### config.mk
export PLATFORM = sky130hd
export DESIGN_NAME = ukp_ram
export DESIGN_NICKNAME = d
export VERILOG_FILES = /design/src/sv/ukp_ram.sv
export SDC_FILE = /design/constraint.sdc
export NUM_CORES = 1
export LEC_CHECK = 0
export ABC_CLOCK_PERIOD_IN_PS = 1700
export BUFFER_PORTS_ARGS = -buffer_cell sky130_fd_sc_hd__buf_2
export CAP_MARGIN = 5
export CELL_PAD_IN_SITES_DETAIL_PLACEMENT = 0
export CELL_PAD_IN_SITES_GLOBAL_PLACEMENT = 1
export CORE_ASPECT_RATIO = 0.5
export CORE_MARGIN = 4
export CORE_UTILIZATION = 50
export CTS_BUF_LIST = sky130_fd_sc_hd__clkbuf_8
export CTS_CLUSTER_DIAMETER = 80
export CTS_CLUSTER_SIZE = 20
export DETAILED_ROUTE_END_ITERATION = 10
export GPL_ROUTABILITY_DRIVEN = 0
export PLACE_DENSITY = 0.81
export SKIP_CTS_REPAIR_TIMING = 1
export SYNTH_ARGS = -nofsm -noshare
export SYNTH_HDL_FRONTEND = slang
export SYNTH_SLANG_ARGS = --single-unit
export TNS_END_PERCENT = 30
### constraint.sdc
create_clock -name clk -period 1.7 [get_ports clk]
set_input_delay 0.34 -clock clk [delete_from_list [all_inputs] [get_ports clk]]
set_output_delay 0.34 -clock clk [all_outputs]
set_load 0.01 [all_outputs]
### src/sv/ukp_ram.sv
// Generic single-write, single-read RAM with registered read data.
`timescale 1ns / 1ps

module ukp_ram #(
	parameter int WIDTH = 8,
	parameter int DEPTH = 16
) (
	input  logic                                 clk,
	input  logic                                 we,
	input  logic [(DEPTH > 1 ? $clog2(DEPTH) : 1)-1:0] waddr,
	input  logic [WIDTH-1:0]                     wdata,
	input  logic [(DEPTH > 1 ? $clog2(DEPTH) : 1)-1:0] raddr,
	output logic [WIDTH-1:0]                     rdata
);

	logic [WIDTH-1:0] mem_q [DEPTH];

	always_ff @(posedge clk) begin
		if (we) begin
			mem_q[waddr] <= wdata;
		end
		rdata <= mem_q[raddr];
	end

endmodule

## Word level (Yosys, flattened, before mapping)

Memories as Yosys holds them, arrays and structs flattened. A register that Yosys moved wholly into a read port is not among the register bits.
Index checks and enable logic that the tools add are counted.

| storage, ports and cells | value |
|---|---|
| flip-flop bits (word level) | 0 |
| memory bits (writable) | 128 |
| output and inout bits | 8 |
| word-level logic and storage cells | 3 |
| memories | 1 |

| operators by class | value |
|---|---|
| mux-type cells | 2 |

Memory list:

| name | depth | width | rd ports | clocked after Yosys merged registers in | write ports | line | source |
|---|---|---|---|---|---|---|---|
| mem_q | 16 | 8 | 1 | 1 | 1 | 16 | `logic [WIDTH-1:0] mem_q [DEPTH];` |

Operators with widths:

| cell | count |
|---|---|
| two-way mux 1 bit | 2 |

## Depth between registers and ports, before layout

| logic depth | value |
|---|---|
| word-level depth | 2 |
| depth in mapped cells | 5 |
| depth with buffers taken out | 3 |

## Worst setup path before layout

OpenSTA, ideal clock, no wires.

| path | value |
|---|---|
| path type | input to register |
| from | in waddr[2] in the netlist's numbering |
| to | mem mem_q[0][0] (enable) |
| library setup time | 383 ps |
| arrival time | 1,450 ps |
| required time | 1,317 ps |
| setup slack | -133 ps |
| stages | 2 |
| path buffers | 0 |
| cell sequence | or3b_2 > nor3_1 |

RTL lines:

| element | line | source |
|---|---|---|
| from (decl) | 10 | `input logic [(DEPTH > 1 ? $clog2(DEPTH) : 1)-1:0] waddr,` |
| to (decl) | 16 |  |

No word-level cell before the write port.

==> results.yml <==
yosys:
  synth_area_um2: 5150
  yosysSeqAreaShare_pct: 77.8
  syn-num-nets: 247
  syn_avg_cell_area_um2: 22.5
  yosys_warnings: 0
  yosysUniqueCellTypes: 19
  ys_ff_latch: 136
  syn_inst: 229
clock_tree:
  clk_pin_slew_worst_paths_ns: 0.07
  cts_buffers: 17
  clock-sinks: 136
  clk_latency_ns: 0.44
  cts_max_level: 4
  cts_tree: "yes"
  cts_buffer_depth: 2
  root_buffer: "clkbuf_8"
sta:
  rsz0062_at_grt: "false"
  relSlewSlack_pct: 40.4
  fin_skew_ns: 0.0120
  fmax_mhz: 704
  hold_viol: 0
  drv_slew: 0
  finalCritPeriodShare_pct: 83.5
  timing.setup.tns_ns: 0
  finalCriticalPeriod_ns: 1.42
  tightest_slew_ns: 0.892
  setup_violations: 0
  worst_slack_ns: 0.280
worst_setup_path:
  critical_path_class: "flop to flop"
  reg2reg_depth: 3
  cp.arrival_ns: 1.72
  critical_path.top_delay_family: "multiplexers"
  crit_chain: "mux4_1 -> a22oi_1 -> nand2_1"
  cpMaxStageDelayCell: "mux4_1"
  startpoint_type: "flop"
  r2r_end: "rdata[1]"
  crit_path_max_incr_delay_ns: 0.52
  startpoint: "mem_q[9][1]"
  endpoint_kind: "flop"
  crit_end: "rdata[1]"
  worst-path-stages: 3
  r2r-start: "mem_q[9][1]"
  critPathBufInv: 0
  ff2ff_setup_slack_ns: 0.28
  crit_fanout: 1
  crit_required_ns: 2.00
global_routing:
  gr-usage-met2_pct: 31.5
  overflow: 0
  grt_pass1_wl_um: 16400
  grt_start_max_net_pins: 33
  gr-usage-met1_pct: 25.3
  grt_pass1_vias: 2693
  grtUsageMet3_pct: 8.11
  grt_usage_pct: 20.0
  busiest_layer: "met2"
  antenna_found_initial: 0
power:
  p_sw_mw: 1.35
  seqPwrFrac_pct: 55.4
  ir_worst_vdd_mv: 0.628
  p_per_area_nw_per_um2: 1140
  p_comb_share_pct: 5.2
  power.total_mw: 6.80
  swShare_pct: 19.8
  clkPwrFrac_pct: 39.3
  p_int_mw: 5.45
  leakage_nw: 2.04
drt:
  avgViaCountPerCell: 5.72
  drcViolationCount: 0
  wire_per_inst_um: 24.5
  drt_wl_total_um: 10600
  drt_iter0_markers: 200
  vias: 2475
  first_pass_iters: 4
  ant_nets: 0
placed_design:
  place_inst: 402
  dp_hpwl_um: 6640
  portBuffers: 25
  dp_slack_ns: -0.110
die:
  io_pins: 26
  die_h_um: 79.7
  initial_utilization_pct: 52.9
  coreArea_um2: 9730
  die_x_um: 151
  rows: 25
  die_area_um2: 12100
cells_and_area:
  fin_nets: 304
  fin_util_pct: 61.3
  drive_above_1_share_pct: 31.2
  final_cells: 433
  mostFrequentLayoutCell: "edfxtp_1"
  layout_common_cells: "128 x edfxtp_1, 25 x buf_2, 21 x buf_4"
  syn_to_final_growth_pct: 15.8
  n_antenna_cell: 0
hold_path:
  min_from: "wdata[4]"
  whs_path_depth: 1
  hold_path.class: "primary input to flop"
flow_run:
  maxCapViolations: 0
run_status:
  outcome: "complete, no violations"
[flip-flops by register name (all words and copies together), names as in the netlist]
register and count:
mem_q 128, rdata 8
[routing by layer]
| layer | up-vias | wire length (um) |
|---|---|---|
| met5 | - | 0 |
| met1 | 1255 | 3910 |
| met3 | 16 | 1210 |
| met2 | 121 | 5280 |
| met4 | 0 | 185 |
| li1 | 1083 | - |
[through the flow]
step / area, um^2 / hold WS, ns
after floorplan: 5150 / 0.439
after global placement: 5560 / 0.650
after detailed placement: 5560 / 0.671
after CTS: 5960 / 0.255
after global routing: 5960 / 0.258
final: 5960 / 0.274
[cells in the mapped netlist]
cell	instances	area share [%]
edfxtp_1	128	75
and2b_1	1	0.15
buf_6	3	0.66
and2_1	1	0.12
buf_2	3	0.29
clkdlybuf4s25_2	3	0.58
nand2b_1	2	0.24
mux4_1	14	7.1
nand3_1	1	0.097
mux4_2	18	7.9
dfxtp_1	8	3.1
nand3b_1	2	0.29
nor2b_1	1	0.12
nor2_1	13	0.95
or3b_2	1	0.17
nand2_1	9	0.66
a22oi_1	16	2.3
buf_4	1	0.15
nor3_1	4	0.39
[area by class of cell]
class                           instances  area (um^2)
Tap cell                              135          169
Multi-Input combinational cell         83         1060
Fill cell                             665         3770
Clock inverter                         14          168
Timing Repair Buffer                   48          323
Clock buffer                           17          234
Sequential cell                       136         4000
[cell families after synthesis]
| group | Yosys count | share of synthesized area, % |
|---|---|---|
| AOI/OAI and AO/OA | 16 | 2.33 |
| and+or+nand+nor | 35 | 3.18 |
| DFF | 136 | 77.8 |
| muxes | 32 | 15.0 |
| buffers and inverters | 10 | 1.68 |
[worst min path at each step]
| stage | end | slack (ns) |
|---|---|---|
| floorplan | mem_q[0][0] | 0.44 |
| global placement | rdata[6] | 0.65 |
| detailed placement | rdata[3] | 0.67 |
| CTS | mem_q[14][4] | 0.26 |
| global route | mem_q[14][4] | 0.26 |
| finish | mem_q[14][4] | 0.27 |
[power by group through the flow]
stage,clock (mW),combinational (mW),sequential [mW]
floorplan,0,0.191,3.84
global placement,0,0.344,3.83
detailed placement,0,0.359,3.84
CTS,2.72,0.360,3.77
global route,2.91,0.389,3.77
finish,2.67,0.357,3.77
Power figures use the tool's default switching activity.
