<file path="src/sv/ukp_pkg.sv">
// Shared types and constants for the unbounded knapsack solver.
`timescale 1ns / 1ps

package ukp_pkg;

	localparam int WEIGHT_W   = 10;
	localparam int PROFIT_W   = 16;
	localparam int CAP_W      = 10;
	localparam int TABLE_W    = 27;
	localparam int CAND_W     = TABLE_W + 1;
	localparam int BEST_W     = 26;
	localparam int CHOSEN_W   = 7;
	localparam int ITEM_W     = WEIGHT_W + PROFIT_W;

	localparam int MAX_CAPACITY_DEF = 1024;
	localparam int MAX_ITEMS_DEF    = 64;

	typedef logic [CAP_W-1:0]    cap_t;
	typedef logic [CHOSEN_W-1:0] chosen_t;

	typedef struct packed {
		logic [WEIGHT_W-1:0] item_weight;
		logic [PROFIT_W-1:0] item_profit;
		logic                last_item;
	} item_t;

	typedef struct packed {
		logic [BEST_W-1:0] best_profit;
		chosen_t           chosen_item;
	} result_t;

	typedef struct packed {
		logic clear;
		logic issue;
	} cu_ctl_t;

endpackage

</file>
<file path="src/sv/ukp_cand_unit.sv">
// Candidate unit: fit check, table address, profit add and best compare.
`timescale 1ns / 1ps

module ukp_cand_unit #(
	parameter int MAX_CAPACITY = ukp_pkg::MAX_CAPACITY_DEF,
	parameter int MAX_ITEMS    = ukp_pkg::MAX_ITEMS_DEF
) (
	input  logic                                         clk,
	input  logic                                         arst_n,
	input  ukp_pkg::cu_ctl_t                             ctl,
	input  logic [(MAX_ITEMS > 1 ? $clog2(MAX_ITEMS) : 1)-1:0] idx,
	input  logic [$clog2(MAX_CAPACITY)-1:0]              cap_idx,
	input  logic [ukp_pkg::ITEM_W-1:0]                   item_rdata,
	input  logic [ukp_pkg::TABLE_W-1:0]                  tbl_rdata,
	output logic [$clog2(MAX_CAPACITY)-1:0]              tbl_raddr,
	output logic                                         busy,
	output logic [ukp_pkg::CAND_W-1:0]                   best,
	output logic [$clog2(MAX_ITEMS + 1)-1:0]             pick
);

	localparam int TAW  = $clog2(MAX_CAPACITY);
	localparam int IAW  = MAX_ITEMS > 1 ? $clog2(MAX_ITEMS) : 1;
	localparam int ICW  = $clog2(MAX_ITEMS + 1);
	localparam int WCMP = TAW > ukp_pkg::WEIGHT_W ? TAW : ukp_pkg::WEIGHT_W;

	logic                          v_s1;
	logic [IAW-1:0]                idx_s1;
	logic                          v_s2;
	logic [IAW-1:0]                idx_s2;
	logic [ukp_pkg::PROFIT_W-1:0]  profit_s2;
	logic                          zero_s2;
	logic [ukp_pkg::CAND_W-1:0]    best_q;
	logic [ICW-1:0]                pick_q;

	logic [ukp_pkg::WEIGHT_W-1:0]  wt;
	logic [ukp_pkg::PROFIT_W-1:0]  pr;
	logic                          fits;
	logic [ukp_pkg::CAND_W-1:0]    cand;

	assign wt   = item_rdata[ukp_pkg::PROFIT_W +: ukp_pkg::WEIGHT_W];
	assign pr   = item_rdata[ukp_pkg::PROFIT_W-1:0];
	assign fits = (wt != '0) && (WCMP'(wt) <= WCMP'(cap_idx));
	assign tbl_raddr = TAW'(WCMP'(cap_idx) - WCMP'(wt));

	assign cand = ukp_pkg::CAND_W'(profit_s2)
		+ (zero_s2 ? '0 : ukp_pkg::CAND_W'(tbl_rdata));

	always_ff @(posedge clk or negedge arst_n) begin
		if (!arst_n) begin
			v_s1   <= 1'b0;
			v_s2   <= 1'b0;
			best_q <= '0;
			pick_q <= ICW'(MAX_ITEMS);
		end else begin
			v_s1 <= ctl.issue;
			v_s2 <= v_s1 && fits;
			if (ctl.clear) begin
				best_q <= '0;
				pick_q <= ICW'(MAX_ITEMS);
			end else if (v_s2 && (cand > best_q)) begin
				best_q <= cand;
				pick_q <= ICW'(idx_s2);
			end
		end
	end

	always_ff @(posedge clk) begin
		idx_s1    <= idx;
		idx_s2    <= idx_s1;
		profit_s2 <= pr;
		zero_s2   <= (tbl_raddr == '0);
	end

	assign busy = v_s1 | v_s2;
	assign best = best_q;
	assign pick = pick_q;

endmodule

</file>
<file path="config.mk">
export PLATFORM = sky130hd
export DESIGN_NAME = ukp_cand_unit
export DESIGN_NICKNAME = d
export VERILOG_FILES = /design/src/sv/ukp_pkg.sv /design/src/sv/ukp_cand_unit.sv
export SDC_FILE = /design/constraint.sdc
export NUM_CORES = 1
export LEC_CHECK = 0
export ABC_CLOCK_PERIOD_IN_PS = 9600
export BUFFER_PORTS_ARGS = -buffer_cell sky130_fd_sc_hd__buf_2
export CAP_MARGIN = 20
export CORE_UTILIZATION = 45
export DETAILED_ROUTE_END_ITERATION = 8
export GPL_TIMING_DRIVEN = 0
export PLACE_DENSITY_LB_ADDON = 0.08
export SKIP_LAST_GASP = 1
export SYNTH_ARGS = -nofsm -noshare
export SYNTH_HDL_FRONTEND = slang
export SYNTH_SLANG_ARGS = --single-unit
export TNS_END_PERCENT = 50
</file>
<file path="constraint.sdc">
create_clock -name clk -period 9.6 [get_ports clk]
set_input_delay 0.48 -clock clk [delete_from_list [all_inputs] [get_ports clk]]
set_output_delay 0.48 -clock clk [all_outputs]
set_load 0.05 [all_outputs]
</file>
Word-level counts from Yosys, hierarchy flattened
Index checks and enable logic that the tools add are counted.
{ "classes": {"n_bitwise": 1, "muxes": 5, "addsub": 2, "magnitude_cmp": 2, "n_reduce_logical": 6} }
{ "ops": {"columns": ["operator", "n"], "rows": [
  ["28-bit two-way mux", 2],
  ["16-bit by 27-bit adder with 28-bit output", 1],
  ["28-bit > comparator", 1],
  ["27-bit two-way mux", 1],
  ["7-bit two-way mux", 2],
  ["10-bit less-or-equal comparator", 1],
  ["10-bit zero test", 1],
  ["10-bit nonzero test", 1],
  ["10-bit subtractor", 1],
  ["1-bit logical AND", 3],
  ["2-bit nonzero test", 1],
  ["1-bit bitwise OR", 1]
]} }
{ "word_totals": {"ff_bits": 66, "in_bits": 73, "word_cells": 24, "out_inout_bits": 46} }

Depth between registers and ports, before layout
{ "depth": {"ltp_word": 6, "mapped_depth": 22, "depth_no_buf": 18} }

Least setup slack after synthesis
Ideal clock, no wire load.
{ "synth_timing": {"path_kind": "register to register", "start": "reg zero_s2", "end": "reg best_q (netlist bit best[0])", "t_required_ns": 9.468, "arrival_ns": 4.503, "path_buffers": 4, "setup_slack_ns": 4.966, "period_less_slack_ns": 4.634, "stages_incl_launch_ff": 23, "setup_time_ns": 0.132, "path_cell_list": "dfxtp_1 > buf_2 > clkbuf_1 > clkbuf_1 > nor2b_1 > ha_1 > fa_1 > a21o_1 > a31oi_1 > nor3_2 > nor3_4 > nor3_2 > xnor2_1 > nor2_1 > ha_1 > and4_2 > nand4_2 > nor4_4 > nor2b_1 > a22oi_4 > buf_6 > mux2i_1 > nor2_1"} }
{ "synth_via": {"elab_chain_cells": 5, "word_cells_on_any_way": 7, "cone_classes": "add/sub (1); order compare (1); mux (3); reduce/logical (2)"} }
{ "synth_rtl": {"columns": ["item", "line", "text"], "rows": [
  ["start: declaration", "ukp_cand_unit.sv:31", "logic zero_s2;"],
  ["start signal: assignment", "ukp_cand_unit.sv:71", "zero_s2 <= (tbl_raddr == '0);"],
  ["27-bit two-way mux (*)", "ukp_cand_unit.sv:46", "+ (zero_s2 ? '0 : ukp_pkg::CAND_W'(tbl_rdata));"],
  ["16-bit by 27-bit adder with 28-bit output (*)", "ukp_cand_unit.sv:46", null],
  ["28-bit > comparator", "ukp_cand_unit.sv:60", "end else if (v_s2 && (cand > best_q)) begin"],
  ["1-bit logical AND", "ukp_cand_unit.sv:60", null],
  ["2-bit nonzero test (no line)", null, null],
  ["end signal: assignment", "ukp_cand_unit.sv:61", "best_q <= cand;"],
  ["end: declaration", "ukp_cand_unit.sv:32", "logic [ukp_pkg::CAND_W-1:0] best_q;"]
]} }
Mark *: on every way between the ends. The rest lies on a longest branch, timed or not. The select of a mux whose other input is x is not followed.
A chain may end at the register's enable or synchronous reset.

Final worst setup path
{ "layout_timing": {"start": "reg zero_s2", "end": "reg best_q (netlist bit best[27])"} }
The elaborated chain is that of the path after synthesis.

==> impl_metrics.py <==
metrics = {
    "floorplanning": {
        "chipHeight_um": 104,
        "placementRows": 36,
        "initial_core_util": 0.472,
        "core_area_um2": 9910,
        "die_area_um2": 10800,
        "ios": 119,
        "die_x_um": 104,
    },
    "worst_hold_path": {
        "min_path_type": "input pin to flop",
        "min_path_cells": 1,
        "min_from": "idx[1]",
        "whs_endpoint": "idx_s1[1]$_DFF_P_",
    },
    "logic_synthesis": {
        "synth_area_leaders": "dfrtp_1, ha_1, dfxtp_1",
        "syn_avg_cell_area_um2": 9.30,
        "yosys.area.top_type": "dfrtp_1",
        "synth-seq-cells": 66,
        "yosysUniqueCellTypes": 69,
        "seq_area_frac_synth": 0.322,
        "yosysWarnings": 0,
        "synthesis.area_um2": 4680,
        "synthArstFlopShare": 0.561,
        "synthFlopType": "dfrtp_1",
        "postSynthCellCount": 503,
        "syn-num-nets": 632,
        "synth_edf_count": 0,
        "synth_top_area_frac": 0.193,
    },
    "power": {
        "irDropWorstVdd_mv": 0.0855,
        "p_leak_nw": 2.82,
        "p_per_area_nw_per_um2": 152,
        "p_total_uw": 856,
    },
    "global_route": {
        "antenna_found_initial": 0,
        "grt_use_total": 0.219,
        "grt_max_degree": 38,
        "grt_pass1_vias": 4094,
        "overflow": 0,
        "grt_pass1_wl_mm": 18.9,
    },
    "cts": {
        "numCtsBuffers": 9,
        "cts_resized": 0,
        "postCtsHoldBufs": 0,
        "clkLatencyLatePin_ns": 0.36,
        "clock_tree.buffer_depth": 2,
        "cts-htree-levels": 3,
        "clockRootBuffer": "clkbuf_8",
        "clock-sinks": 66,
        "cts_tree": "yes",
        "cts_setup_buffers": 0,
        "clkSlewWorstSetupHoldPaths_ns": 0.09,
    },
    "route": {
        "vias": 4089,
        "wl_mm": 11.2,
        "drt_pass1_iterations": 4,
        "routed_via_density": 5.31,
        "wl_per_cell_um": 14.5,
        "ant_nets": 0,
        "drt_iter0_drc": 129,
        "drc_errors": 0,
    },
    "layout": {
        "nFillCells": 980,
        "drive_above_1_share": 0.272,
        "design_area_um2": 5630,
        "syn_to_final_growth_pct": 20.5,
        "nNetsFinal": 761,
        "mostFrequentLayoutCells": "buf_2, ha_1, inv_1, nor2_1, dfrtp_1",
        "final_common_cell": "buf_2",
        "fin_cells": 770,
        "antenna_cells": 0,
    },
    "status": {
        "status": "finished, final reports clean",
    },
    "sta": {
        "fmax_ghz": 0.168,
        "finClkSkew_ns": 0.0126,
        "finalHoldWorstSlack_ns": 0.208,
        "finalSetupTns_ns": 0,
        "worst_pin_slew_ns": 0.852,
        "slew_viol_final": 0,
        "finalHoldViolations": 0,
        "period_share": 0.618,
        "rsz0062_at_grt": "false",
        "max_slew_margin": 0.432,
        "period_minus_slack_ns": 5.94,
        "setup_violations": 0,
    },
    "placed_design": {
        "place_area_um2": 5430,
        "io_buffer_count": 118,
        "dp_hpwl_mm": 8.77,
        "dp.cells": 754,
        "gp_congestion": 0.812,
    },
    "critical_path": {
        "criticalPathCategory": "flop to flop",
        "required_ns": 9.90,
        "path_common_cell": "nor2b_1",
        "worst-r2r-setup-slack_ns": 3.66,
        "path_delay_family": "simple AND/OR/NAND/NOR gates",
        "crit_chain": "buf_2 -> clkbuf_1 -> clkbuf_1 -> nor2b_1 -> ha_1 -> fa_1 -> a21o_1 -> a31oi_1 -> nor3_2 -> nor3_4 -> nor3_2 -> xnor2_1 -> nor2_1 -> ha_1 -> and4_2 -> nand4_2 -> nor4_4 -> nor2b_1 -> a22oi_4 -> nor2b_1 -> a22o_1",
        "crit_slowest_cell": "clkbuf_1",
        "cp_slowest_stage_delay_ns": 0.57,
        "timing.rr.start": "zero_s2$_DFF_P_",
        "r2r-end": "best[27]$_DFFE_PN0P_",
        "critPathLaunchType": "flop",
        "ff2ff_path_depth": 21,
        "setup.worst_path.end_class": "flop",
        "crit_arrival_ns": 6.24,
        "path_max_fanout": 10,
        "crit_buf_inv": 3,
    },
    "run": {
        "drv_cap": 0,
    },
}
[synth_stat cells, types with 6 or more instances]
library cell  count
ha_1             54
inv_1            49
nor2_1           43
dfrtp_1          36
a21oi_1          30
dfxtp_1          29
nand2_1          24
nor2b_1          21
mux2i_1          20
xnor2_1          16
nand3_1          15
nand4_1          15
o21ai_0          11
xor2_1           11
a21o_1           10
clkbuf_1          7
nand3b_1          6
nor3b_1           6
[how the worst max path moves through the flow]
stage	from	endpoint	slack, ns	cells past startpoint
6_report	zero_s2$_DFF_P_	best[27]$_DFFE_PN0P_	3.66	21
5_1_grt	zero_s2$_DFF_P_	best[12]$_DFFE_PN0P_	3.28	22
4_1_cts	zero_s2$_DFF_P_	pick[1]$_DFFE_PN0P_	3.55	22
3_5_place_dp	zero_s2$_DFF_P_	best[11]$_DFFE_PN0P_	3.55	22
3_3_place_gp	zero_s2$_DFF_P_	best[0]$_DFFE_PN0P_	3.76	22
2_1_floorplan	zero_s2$_DFF_P_	best[0]$_DFFE_PN0P_	4.97	22
[per-layer routing]
metal / GRT usage / wire length, um / up-vias
li1: - / - / 2050
met1: 0.265 / 5020 / 1921
met2: 0.384 / 5490 / 101
met3: 0.0457 / 496 / 17
met4: 0.0776 / 180 / 0
met5: 0 / 0 / -
[state kept, by name, indices dropped and copies added (netlist names)]
register,count
best,28
v_s2,1
v_s1,1
pick,7
zero_s2,1
idx_s2,6
profit_s2,16
idx_s1,6
[cell families after synthesis]
| kind of cell | share of synthesized area |
|---|---|
| adders and majority gates | 0.153 |
| buffers and inverters | 0.0573 |
| DFF | 0.322 |
| and+or+nand+nor | 0.212 |
| muxes | 0.0428 |
| xor gates and xnor gates | 0.0506 |
| AOI/OAI and AO/OA | 0.161 |
[worst register-to-register path, cell delays in order, from the launching register on]
cell and delay, ns:
dfxtp_1 0.32, buf_2 0.24, clkbuf_1 0.45, clkbuf_1 0.57, nor2b_1 0.11, ha_1 0.25
fa_1 0.40, a21o_1 0.20, a31oi_1 0.32, nor3_2 0.16, nor3_4 0.35, nor3_2 0.10
xnor2_1 0.29, nor2_1 0.10, ha_1 0.34, and4_2 0.31, nand4_2 0.17, nor4_4 0.20
nor2b_1 0.11, a22oi_4 0.31, nor2b_1 0.40, a22o_1 0.18
[cell type report]
cell class                 count  area (um2)  share of cell area
inverter                      50         188              0.0333
buffer                        14        80.1              0.0142
multi-input combinational    373        2900               0.515
clock inverter                 7        76.3              0.0135
clock buffer                   9         124              0.0220
timing repair buffer         118         591               0.105
sequential                    66        1510               0.268
tap                          133         166              0.0295
[power breakdown]
part | switching, mW | internal, mW | total, mW
Clock | 0.123 | 0.122 | 0.244
Sequential | 0.00935 | 0.292 | 0.302
Combinational | 0.199 | 0.111 | 0.310
Total | 0.331 | 0.525 | 0.856
[per-stage QoR]
step / worst slack, ns / utilization
2_1_floorplan: 4.97 / -
3_3_place_gp: 3.76 / 0.548
3_5_place_dp: 3.55 / 0.548
4_1_cts: 3.55 / 0.568
5_1_grt: 3.28 / 0.568
6_report: 3.66 / 0.568
No activity file was read; power rests on OpenSTA's default activity.
